### config.mk
export PLATFORM = sky130hd
export DESIGN_NAME = mrrc_receiver
export DESIGN_NICKNAME = d
export VERILOG_FILES = /design/src/rtl/mrrc_pkg.sv /design/src/rtl/mrrc_receiver.sv
export SDC_FILE = /design/constraint.sdc
export NUM_CORES = 1
export LEC_CHECK = 0
export BUFFER_PORTS_ARGS = -buffer_cell sky130_fd_sc_hd__buf_4
export CORE_ASPECT_RATIO = 1.2
export CORE_MARGIN = 2
export CORE_UTILIZATION = 35
export DETAILED_ROUTE_END_ITERATION = 6
export HOLD_SLACK_MARGIN = 0.12
export SLEW_MARGIN = 10
export SYNTH_ARGS = -nofsm -noshare
export SYNTH_HDL_FRONTEND = slang
export SYNTH_SLANG_ARGS = --single-unit
### constraint.sdc
create_clock -name clk -period 3.8 [get_ports clk]
set_input_delay 0.57 -clock clk [delete_from_list [all_inputs] [get_ports clk]]
set_output_delay 0.57 -clock clk [all_outputs]
set_load 0.005 [all_outputs]
### src/rtl/mrrc_pkg.sv
// Shared types, codes and the CRC16 byte update for the Modbus RTU response checker.
package mrrc_pkg;

  localparam int FRAME_BYTES_DEF = 21;
  localparam int PAYLOAD_BYTES = 16;
  localparam int PAYLOAD_W = 8 * PAYLOAD_BYTES;

  localparam logic [15:0] CRC_POLY = 16'hA001;
  localparam logic [15:0] CRC_INIT = 16'hFFFF;
  localparam logic [7:0] FUNC_READ = 8'h03;

  localparam logic [7:0] DEV_ADDR_RST = 8'h50;
  localparam logic [7:0] HERR_LIMIT_RST = 8'd3;
  localparam logic [15:0] FRESH_LIMIT_RST = 16'd500;

  localparam logic [1:0] CMD_BYTE = 2'd0;
  localparam logic [1:0] CMD_END = 2'd1;
  localparam logic [1:0] CMD_TX_FAIL = 2'd2;
  localparam logic [1:0] CMD_RX_FAIL = 2'd3;

  localparam logic [2:0] ST_OK = 3'd0;
  localparam logic [2:0] ST_TX = 3'd1;
  localparam logic [2:0] ST_RX = 3'd2;
  localparam logic [2:0] ST_LEN = 3'd3;
  localparam logic [2:0] ST_HDR = 3'd4;
  localparam logic [2:0] ST_CRC = 3'd5;
  localparam logic [2:0] ST_TIMEOUT = 3'd6;

  localparam logic [1:0] REG_DEV_ADDR = 2'd0;
  localparam logic [1:0] REG_HERR_LIMIT = 2'd1;
  localparam logic [1:0] REG_FRESH_LIMIT = 2'd2;

  typedef struct packed {
    logic [1:0] command;
    logic [7:0] data_byte;
    logic [31:0] now_ms;
  } in_item_t;

  typedef struct packed {
    logic [2:0] status;
    logic [31:0] longitude_raw;
    logic [31:0] latitude_raw;
    logic [15:0] altitude_raw;
    logic [15:0] heading_raw;
    logic [31:0] speed_raw;
    logic [7:0] header_error_count;
  } out_item_t;

  typedef struct packed {
    logic len_ok;
    logic header_good;
    logic crc_match;
  } rx_status_t;

  function automatic logic [15:0] crc16_byte(input logic [15:0] crc_in, input logic [7:0] b);
    logic [15:0] c;
    c = crc_in ^ {8'h00, b};
    for (int k = 0; k < 8; k++) begin
      if (c[0]) begin
        c = (c >> 1) ^ CRC_POLY;
      end else begin
        c = c >> 1;
      end
    end
    return c;
  endfunction

endpackage

### src/rtl/mrrc_receiver.sv
// Frame receiver: byte counter, running CRC16, header check and payload staging.
module mrrc_receiver import mrrc_pkg::*; #(
  parameter int FRAME_BYTES = FRAME_BYTES_DEF
) (
  input  logic                 clk,
  input  logic                 rst_n,
  input  logic                 byte_en,
  input  logic                 restart,
  input  logic [7:0]           data_byte,
  input  logic [7:0]           device_address,
  output rx_status_t           rx_status,
  output logic [PAYLOAD_W-1:0] staged_payload
);

  localparam int CW = $clog2(FRAME_BYTES + 1);

  logic [CW-1:0]        byte_count_r, byte_count_nxt;
  logic [15:0]          running_crc_r, running_crc_nxt;
  logic                 header_good_r, header_good_nxt;
  logic                 overflow_r, overflow_nxt;
  logic [15:0]          received_crc_r, received_crc_nxt;
  logic [PAYLOAD_W-1:0] staged_r, staged_nxt;
  logic [7:0]           idx8;

  assign idx8 = 8'(byte_count_r);

  always_comb begin
    byte_count_nxt = byte_count_r;
    running_crc_nxt = running_crc_r;
    header_good_nxt = header_good_r;
    overflow_nxt = overflow_r;
    received_crc_nxt = received_crc_r;
    staged_nxt = staged_r;
    if (restart) begin
      byte_count_nxt = '0;
      running_crc_nxt = CRC_INIT;
      header_good_nxt = 1'b1;
      overflow_nxt = 1'b0;
      received_crc_nxt = '0;
      staged_nxt = '0;
    end else if (byte_en) begin
      if (byte_count_r >= CW'(FRAME_BYTES)) begin
        overflow_nxt = 1'b1;
      end else begin
        if (idx8 == 8'd0 && data_byte != device_address) begin
          header_good_nxt = 1'b0;
        end
        if (idx8 == 8'd1 && data_byte != FUNC_READ) begin
          header_good_nxt = 1'b0;
        end
        if (idx8 == 8'd2 && data_byte != 8'(FRAME_BYTES - 5)) begin
          header_good_nxt = 1'b0;
        end
        if (byte_count_r < CW'(FRAME_BYTES - 2)) begin
          running_crc_nxt = crc16_byte(running_crc_r, data_byte);
          for (int k = 0; k < PAYLOAD_BYTES; k++) begin
            if (idx8 == 8'(k + 3)) begin
              staged_nxt[PAYLOAD_W-1-8*k -: 8] = data_byte;
            end
          end
        end else if (byte_count_r == CW'(FRAME_BYTES - 2)) begin
          received_crc_nxt = {received_crc_r[15:8], data_byte};
        end else begin
          received_crc_nxt = {data_byte, received_crc_r[7:0]};
        end
        byte_count_nxt = byte_count_r + CW'(1);
      end
    end
  end

  always_ff @(posedge clk) begin
    if (!rst_n) begin
      byte_count_r <= '0;
      running_crc_r <= CRC_INIT;
      header_good_r <= 1'b1;
      overflow_r <= 1'b0;
      received_crc_r <= '0;
      staged_r <= '0;
    end else begin
      byte_count_r <= byte_count_nxt;
      running_crc_r <= running_crc_nxt;
      header_good_r <= header_good_nxt;
      overflow_r <= overflow_nxt;
      received_crc_r <= received_crc_nxt;
      staged_r <= staged_nxt;
    end
  end

  assign rx_status.len_ok = !overflow_r && (byte_count_r == CW'(FRAME_BYTES));
  assign rx_status.header_good = header_good_r;
  assign rx_status.crc_match = (running_crc_r == received_crc_r);
  assign staged_payload = staged_r;

endmodule

==> impl_results.md, run 1 <==
- Post-cts resize count: 0
- Layout cells sized above 1: ~22%
- Final net count: roughly 940
- Min Clock Period, post-route: 2.662 ns
- RSZ-0062 raised after global routing: false
- CP arrival: 2.09 ns
- Clk pin slew, worst setup/hold paths: 0.07 ns
- Synth Net Count: 826
- Final critical-path share of the clock period: 70.05%
- Ys async rst share: 0%
- I/O pin cnt: 151
- Core Region: around 0.019 sq mm
- Outcome: completed
- Largest net degree at the start of global routing: 78
- Fmax: ~0.38 GHz
- Root buffer cell: clkbuf_16
- Worst-Margin Slew: 0.9550 ns
- Clock latency on the worst-skew pair: 0.42 ns
- Final Hold Viols: 0
- WL/cell: about 17 microns
- Area leader, netlist: dfxtp_1
- Initial DRC Count: 429
- First-pass GRT wire length: between 30 and 40 mm
- Core Util, Final: 45.51%
- Buffers on Ports: 150
- Critical path class: reg -> out
- P&R area growth vs syn: 27.24%
- Startpoint class of the critical path: flop
- Crit path launch: byte_count_r[1]
- Top cell type's share of synthesized area: 49.57%
- TritonCTS clock tree: yes
- Via density per instance: 4.942
- Post-synth EDFFs: 0
- Die Y: 156.1 microns
- Placer's final routability congestion estimate: 0.7537
- Ys Warns: 0
- Row count: 55
- Vias: a little under 6000
- Max VDD drop: 0.2889 mV
- Endpoints failing setup: 0
- Total gr overflow: 0
- Mean Syn Cell Area: approximately 8.4 sq um
- MaxCap Viol Count: 0
- Unique cell type count in the Yosys netlist: 44
- Residual DRC: 0
- Synth Cell Area: between 0.006 and 0.007 sq mm
- # H-tree levels: 4
- Hold Path Class: reg -> reg
- Leak Pwr: 3.300 nW
- Die area: just over 0.02 sq mm
- Max-slew violation count: 0
- Flops & latches, synth: 167
- Top cells by area, synth: dfxtp_1, nand3_1, a21oi_1
- Setup Fix Bufs, Post-CTS: 0
- PwrDens: 422.7 mW/mm^2
- Sequential fraction of the synthesis area: 49.57%
- Ys flop type: dfxtp_1
- Vias in the first global route: 5563
- Relative slew slack: 36.33%
- Worst-path fanout max: 29
- CTS Buf Count: 17
- Final clock skew: 0.006540 ns
- Detailed placer's ending HPWL: around 12 mm
- DR pass1 iterations: 6
- Total Routing Usage GR: between 10% and 20%
- Routed Antenna Nets: 0
- Total negative slack: 0 ns
- Hold slack: 0.4544 ns
- Hold Buf Count CTS: 0
- Clock tree buffer depth: 2
- Die X: 130.7 microns
- Initial Util: 35.77%
- HP Start: staged_payload[42]
- Number of clock sinks: 167
- Routed WL: 19.74 mm
- Cells after Synth: 801
- Worst r2r src: byte_count_r[1]
- WP data required: 3.23 ns
- Initial antenna violation count: 0
- Worst setup EP type: output port
- # diodes: 0
==> through the flow <==
step           instances  setup slack (ns)  power (W)  instance area [sq um]
2_1_floorplan        801             1.834   0.001999                   6744
3_3_place_gp        1151             1.450   0.002078                   8043
3_5_place_dp        1151             1.417   0.002079                   8043
4_1_cts             1182             1.060   0.003672                   8581
5_1_grt             1182            0.9913   0.003778                   8581
6_report            1182             1.138   0.003627                   8581
==> synthesized netlist by cell type (2+ instances only) <==
cell type,number
buf_2,8
xnor2_1,39
a21oi_1,115
o211ai_1,9
nand2_1,152
nor3_1,3
dfxtp_1,167
nand3_1,121
nand2b_1,2
inv_1,7
clkbuf_1,56
ha_1,5
xor2_1,3
o21ai_1,2
buf_1,2
nand4_1,9
a31oi_1,2
mux2i_1,32
nor2_1,42
==> where the power goes <==
group | internal [W] | switching, W
Sequential | 0.00176 | 0.0000147
Combinational | 0.000101 | 0.000160
Clock | 0.000858 | 0.000731
==> registers in the layout, indices dropped and copies added (netlist names) <==
name and cells:
running_crc_r 16, byte_count_r 5, header_good_r 1, overflow_r 1
staged_payload 128, received_crc_r 16
==> path summary, 6_finish.rpt <==
path	endpoint	slack [ns]	cells after the start
max	rx_status[2]	1.14	6
min	staged_payload[42]	0.45	2
max reg2reg	received_crc_r[13]	1.39	7
min reg2reg	staged_payload[42]	0.45	2
==> logic make-up after synthesis <==
family / Yosys count / synth area share (%)
and+or+nand+nor: 339 / 22.19
DFF: 167 / 49.57
buffers and inverters: 74 / 4.323
xor gates and xnor gates: 48 / 7.384
AOI/OAI and AO/OA: 136 / 10.85
muxes: 32 / 4.750
adders and majority gates: 5 / 0.9276
==> layout make-up <==
cell class | count | area, sq um
fill | 1910 | 10270
sequential | 167 | 3343
multi-input combinational | 560 | 3132
timing repair buffer | 161 | 1221
clock buffer | 18 | 439.2
tap | 256 | 320.3
clock inverter | 13 | 98.84
inverter | 7 | 26.28
==> layout by cell type, fill, tap and decap left out, types with 2 or more instances in the layout <==
cell type  instances
buf_4            160
o211ai_1           9
nand4_1            9
mux2i_1           32
nor2_1            40
dfxtp_1          167
clkinv_4           5
nand3_1          121
inv_6              4
nor2_2             3
nor3_1             3
clkbuf_16         17
inv_1              7
nand2_1          152
a21oi_1          115
clkinv_2           4
xor2_1             3
xnor2_1           39
a31oi_1            2
ha_1               5
==> worst max-delay path, cell delays in order (launching register included) <==
cell and delay (ns):
dfxtp_1 0.37, inv_1 0.12, ha_1 0.17, buf_4 0.35, nand2_1 0.17, nor3_1 0.31, buf_4 0.17
==> metal layers <==
layer  vias to the layer above  routed length, microns  GRT usage (%)  part of all wire, %
met5                         -                       0              0                    0
met4                         0                     298          5.876                  1.5
met3                        21                    1217          4.287                  6.2
met2                       202                    9296          31.35                   47
met1                      2678                    8927          26.11                   45
li1                       2940                       -              -                    -
Power figures use the tool's default switching activity.
==> run 2, diff against run 1 <==
- ABC_AREA: default -> 1
- clock period: 3.8 -> 2.69 ns (I/O delays scaled with it)
==> run 2 against run 1 <==
Design area up 4.6%. Critical path type is now reg -> reg. Register-to-register slack worse by 1.1 ns. Clock power up 55%. Total power up 47%. Combinational power up 39%. Count of clock-buffer cells in the layout up 3. Sequential cell count unchanged. Hold slack worse by 0.12 ns. Synthesized cell count up 15%. Critical path depth up 4. Synthesized area up 4.0%.
==> impl_results.md, run 2 <==
- Outcome: completed
- Crit path cell chain: inv_1 > ha_1 > nand4_1 > nand2_1 > nor3_2 > nand2_1 > nor2_8 > nand2_1 > nand2_1 > a21oi_1
- Placed cell areas: 0.008388 sq mm
- Multi-input combinational cell area: 0.003146 sq mm
- Placer's final routability congestion estimate: 0.8253
- CTS Buf Count: 17
- Slowest-stage cell, CP: dfxtp_1
- Vias in the first global route: about 6000
- Mean Syn Cell Area: 7.591 sq um
- # diodes: 0
- Ys flop type: dfxtp_1
- Detailed placer's ending HPWL: 14.12 mm
- Total gr overflow: 0
- Hold Buf Count CTS: 0
- Endpoints failing setup: 0
- Seq. cell area: 0.003343 sq mm
- WP data required: 3.00 ns
- Clock latency on the worst-skew pair: 0.43 ns
- Worst-Margin Slew: 0.5875 ns
- Total negative slack: 0 ns
- PwrDens: slightly below 600 mW/mm^2
- Most Frequent Cell on Critical Path: nand2_1
- Leak Pwr: 3.452 nW
- Synth Net Count: 949
- Top cell type's share of synthesized area: 47.66%
- Max reg flops: 128
- Most common cell after layout, fill and taps aside: nand2_1
- Most common cell in the netlist: nand2_1
- Routed Antenna Nets: 0
- Post-synth EDFFs: 0
- Layout cells sized above 1: 20.94%
- Number of clock sinks: 167
- First-pass GRT wire length: 33.13 mm
- Total Routing Usage GR: 19.75%
- Die Y: roughly 160 microns
- Vias: 6549
- Setup Fix Bufs, Post-CTS: 0
- Synth Cell Area: between 0.007 and 0.008 sq mm
- Cells after Synth: 924
- Unique cell type count in the Yosys netlist: 33
- Initial Util: 35.75%
- # H-tree levels: 4
- Area leader, netlist: dfxtp_1
- Startpoint class of the critical path: flop
- Max-slew violation count: 0
- Final critical-path share of the clock period: ~88%
- Flops & latches, synth: roughly 170
- Fmax: 0.4236 GHz
- Initial DRC Count: 490
- DR pass1 iterations: 4
- Routed WL: 21.29 mm
- Post-cts resize count: 0
- Largest net degree at the start of global routing: 67
- Min Clock Period, post-route: around 2.4 ns
- P&R area growth vs syn: 27.95%
- Final Hold Viols: 0
- Ys async rst share: 0%
- Post-synth top cells: nand2_1, dfxtp_1, a21oi_1
- Residual DRC: 0
- Max VDD drop: 0.4451 mV
- Worst-path fanout max: 27
- I/O pin cnt: ~150
- Top cells by area, synth: dfxtp_1, nand2_1, a21oi_1
- RSZ-0062 raised after global routing: false
- Design area: 0.008975 sq mm
- MaxCap Viol Count: 0
- Most frequent cells in the layout: nand2_1, buf_4, dfxtp_1
- FILL cells: between 1500 and 2000
- Crit-path max cell delay: 0.39 ns
- Initial antenna violation count: 0
- Relative slew slack: 60.79%
- Die area: 0.02119 sq mm
- Worst setup EP type: flop
- Root buffer cell: clkbuf_16
- WL/cell: between 15 and 20 microns
- Sequential fraction of the synthesis area: 47.66%
- Critical path class: reg -> reg
- Die X: 133.2 microns
- Ys Warns: 0
- Clk pin slew, worst setup/hold paths: about 0.070 ns
- Hold Path Class: in -> reg
- Final net count: 1079
- Clock tree buffer depth: 2
- Final clock skew: 0.005922 ns
- Core Region: 0.01962 sq mm
- CP arrival: 2.67 ns
- Row count: 56
- Buffers on Ports: 150
- TritonCTS clock tree: yes
- Via density per instance: 4.939
## run 2: cell count changes after synthesis, moves of 14 or more
cell and delta:
inv_1 +56, nor2_1 -16, o21ai_0 +39, mux2i_1 -32, a21oi_1 +35, xnor2_1 -20
clkbuf_1 -14, nand2_1 +58
## run 2: layer usage
layer,track usage (%),up-vias,wire length [microns]
met3,4.744,23,1408
met1,26.13,3038,9578
li1,-,3320,-
met4,6.721,0,338
met2,31.63,168,9963
met5,0,-,0
## run 2: layout make-up
| type | instances | share of cell area (%) |
|---|---|---|
| Tap cell | 261 | 3.639 |
| Sequential cell | 167 | 37.25 |
| Clock inverter | 9 | 1.297 |
| Inverter | 66 | 2.774 |
| Timing Repair Buffer | 173 | 14.75 |
| Clock buffer | 21 | 5.242 |
| Multi-Input combinational cell | 629 | 35.05 |
## run 2: critical path, delay by kind of cell, from the launching register on
kind / cells / cell delay (ns)
buf+inv: 1 / 0.11
flops: 1 / 0.39
fa+ha+maj: 1 / 0.21
compound gates: 1 / 0.07
simple gates: 7 / 1.44
## run 2: report_power, final
part,switching [W],internal (W)
logic,0.000256,0.000109
registers,0.0000182,0.00249
clock network,0.00103,0.00144
total,0.00130,0.00404
## run 2: worst paths after layout
check	endpoint	slack, ns	start	depth (start not counted)
worst max register to register	staged_payload[51]	0.33	byte_count_r[1]	10
worst min-delay path	staged_payload[6]	0.34	data_byte[6]	3
worst min register to register	staged_payload[18]	0.44	staged_payload[18]	2
worst max-delay path	staged_payload[51]	0.33	byte_count_r[1]	10
## run 2: logic make-up after synthesis
group / Yosys count / synth area share, %
xor+xnor: 27 / 3.371
compound gates: 210 / 15.54
buf+inv: 128 / 7.599
flops: 167 / 47.66
fa+ha+maj: 5 / 0.8919
simple gates: 387 / 24.94
## run 2: per-stage QoR
| step | hold WS [ns] | worst slack, ns | cells | util (%) | power (W) |
|---|---|---|---|---|---|
| after floorplan | 0.4200 | 0.8391 | 924 | - | 0.002792 |
| after global placement | 0.4342 | 0.4403 | 1296 | 42.76 | 0.002922 |
| after detailed placement | 0.4370 | 0.3574 | 1296 | 42.76 | 0.002924 |
| after CTS | 0.3463 | 0.3425 | 1326 | 45.75 | 0.005373 |
| after global routing | 0.3699 | 0.05261 | 1326 | 45.75 | 0.005515 |
| final | 0.3388 | 0.3293 | 1326 | 45.75 | 0.005339 |
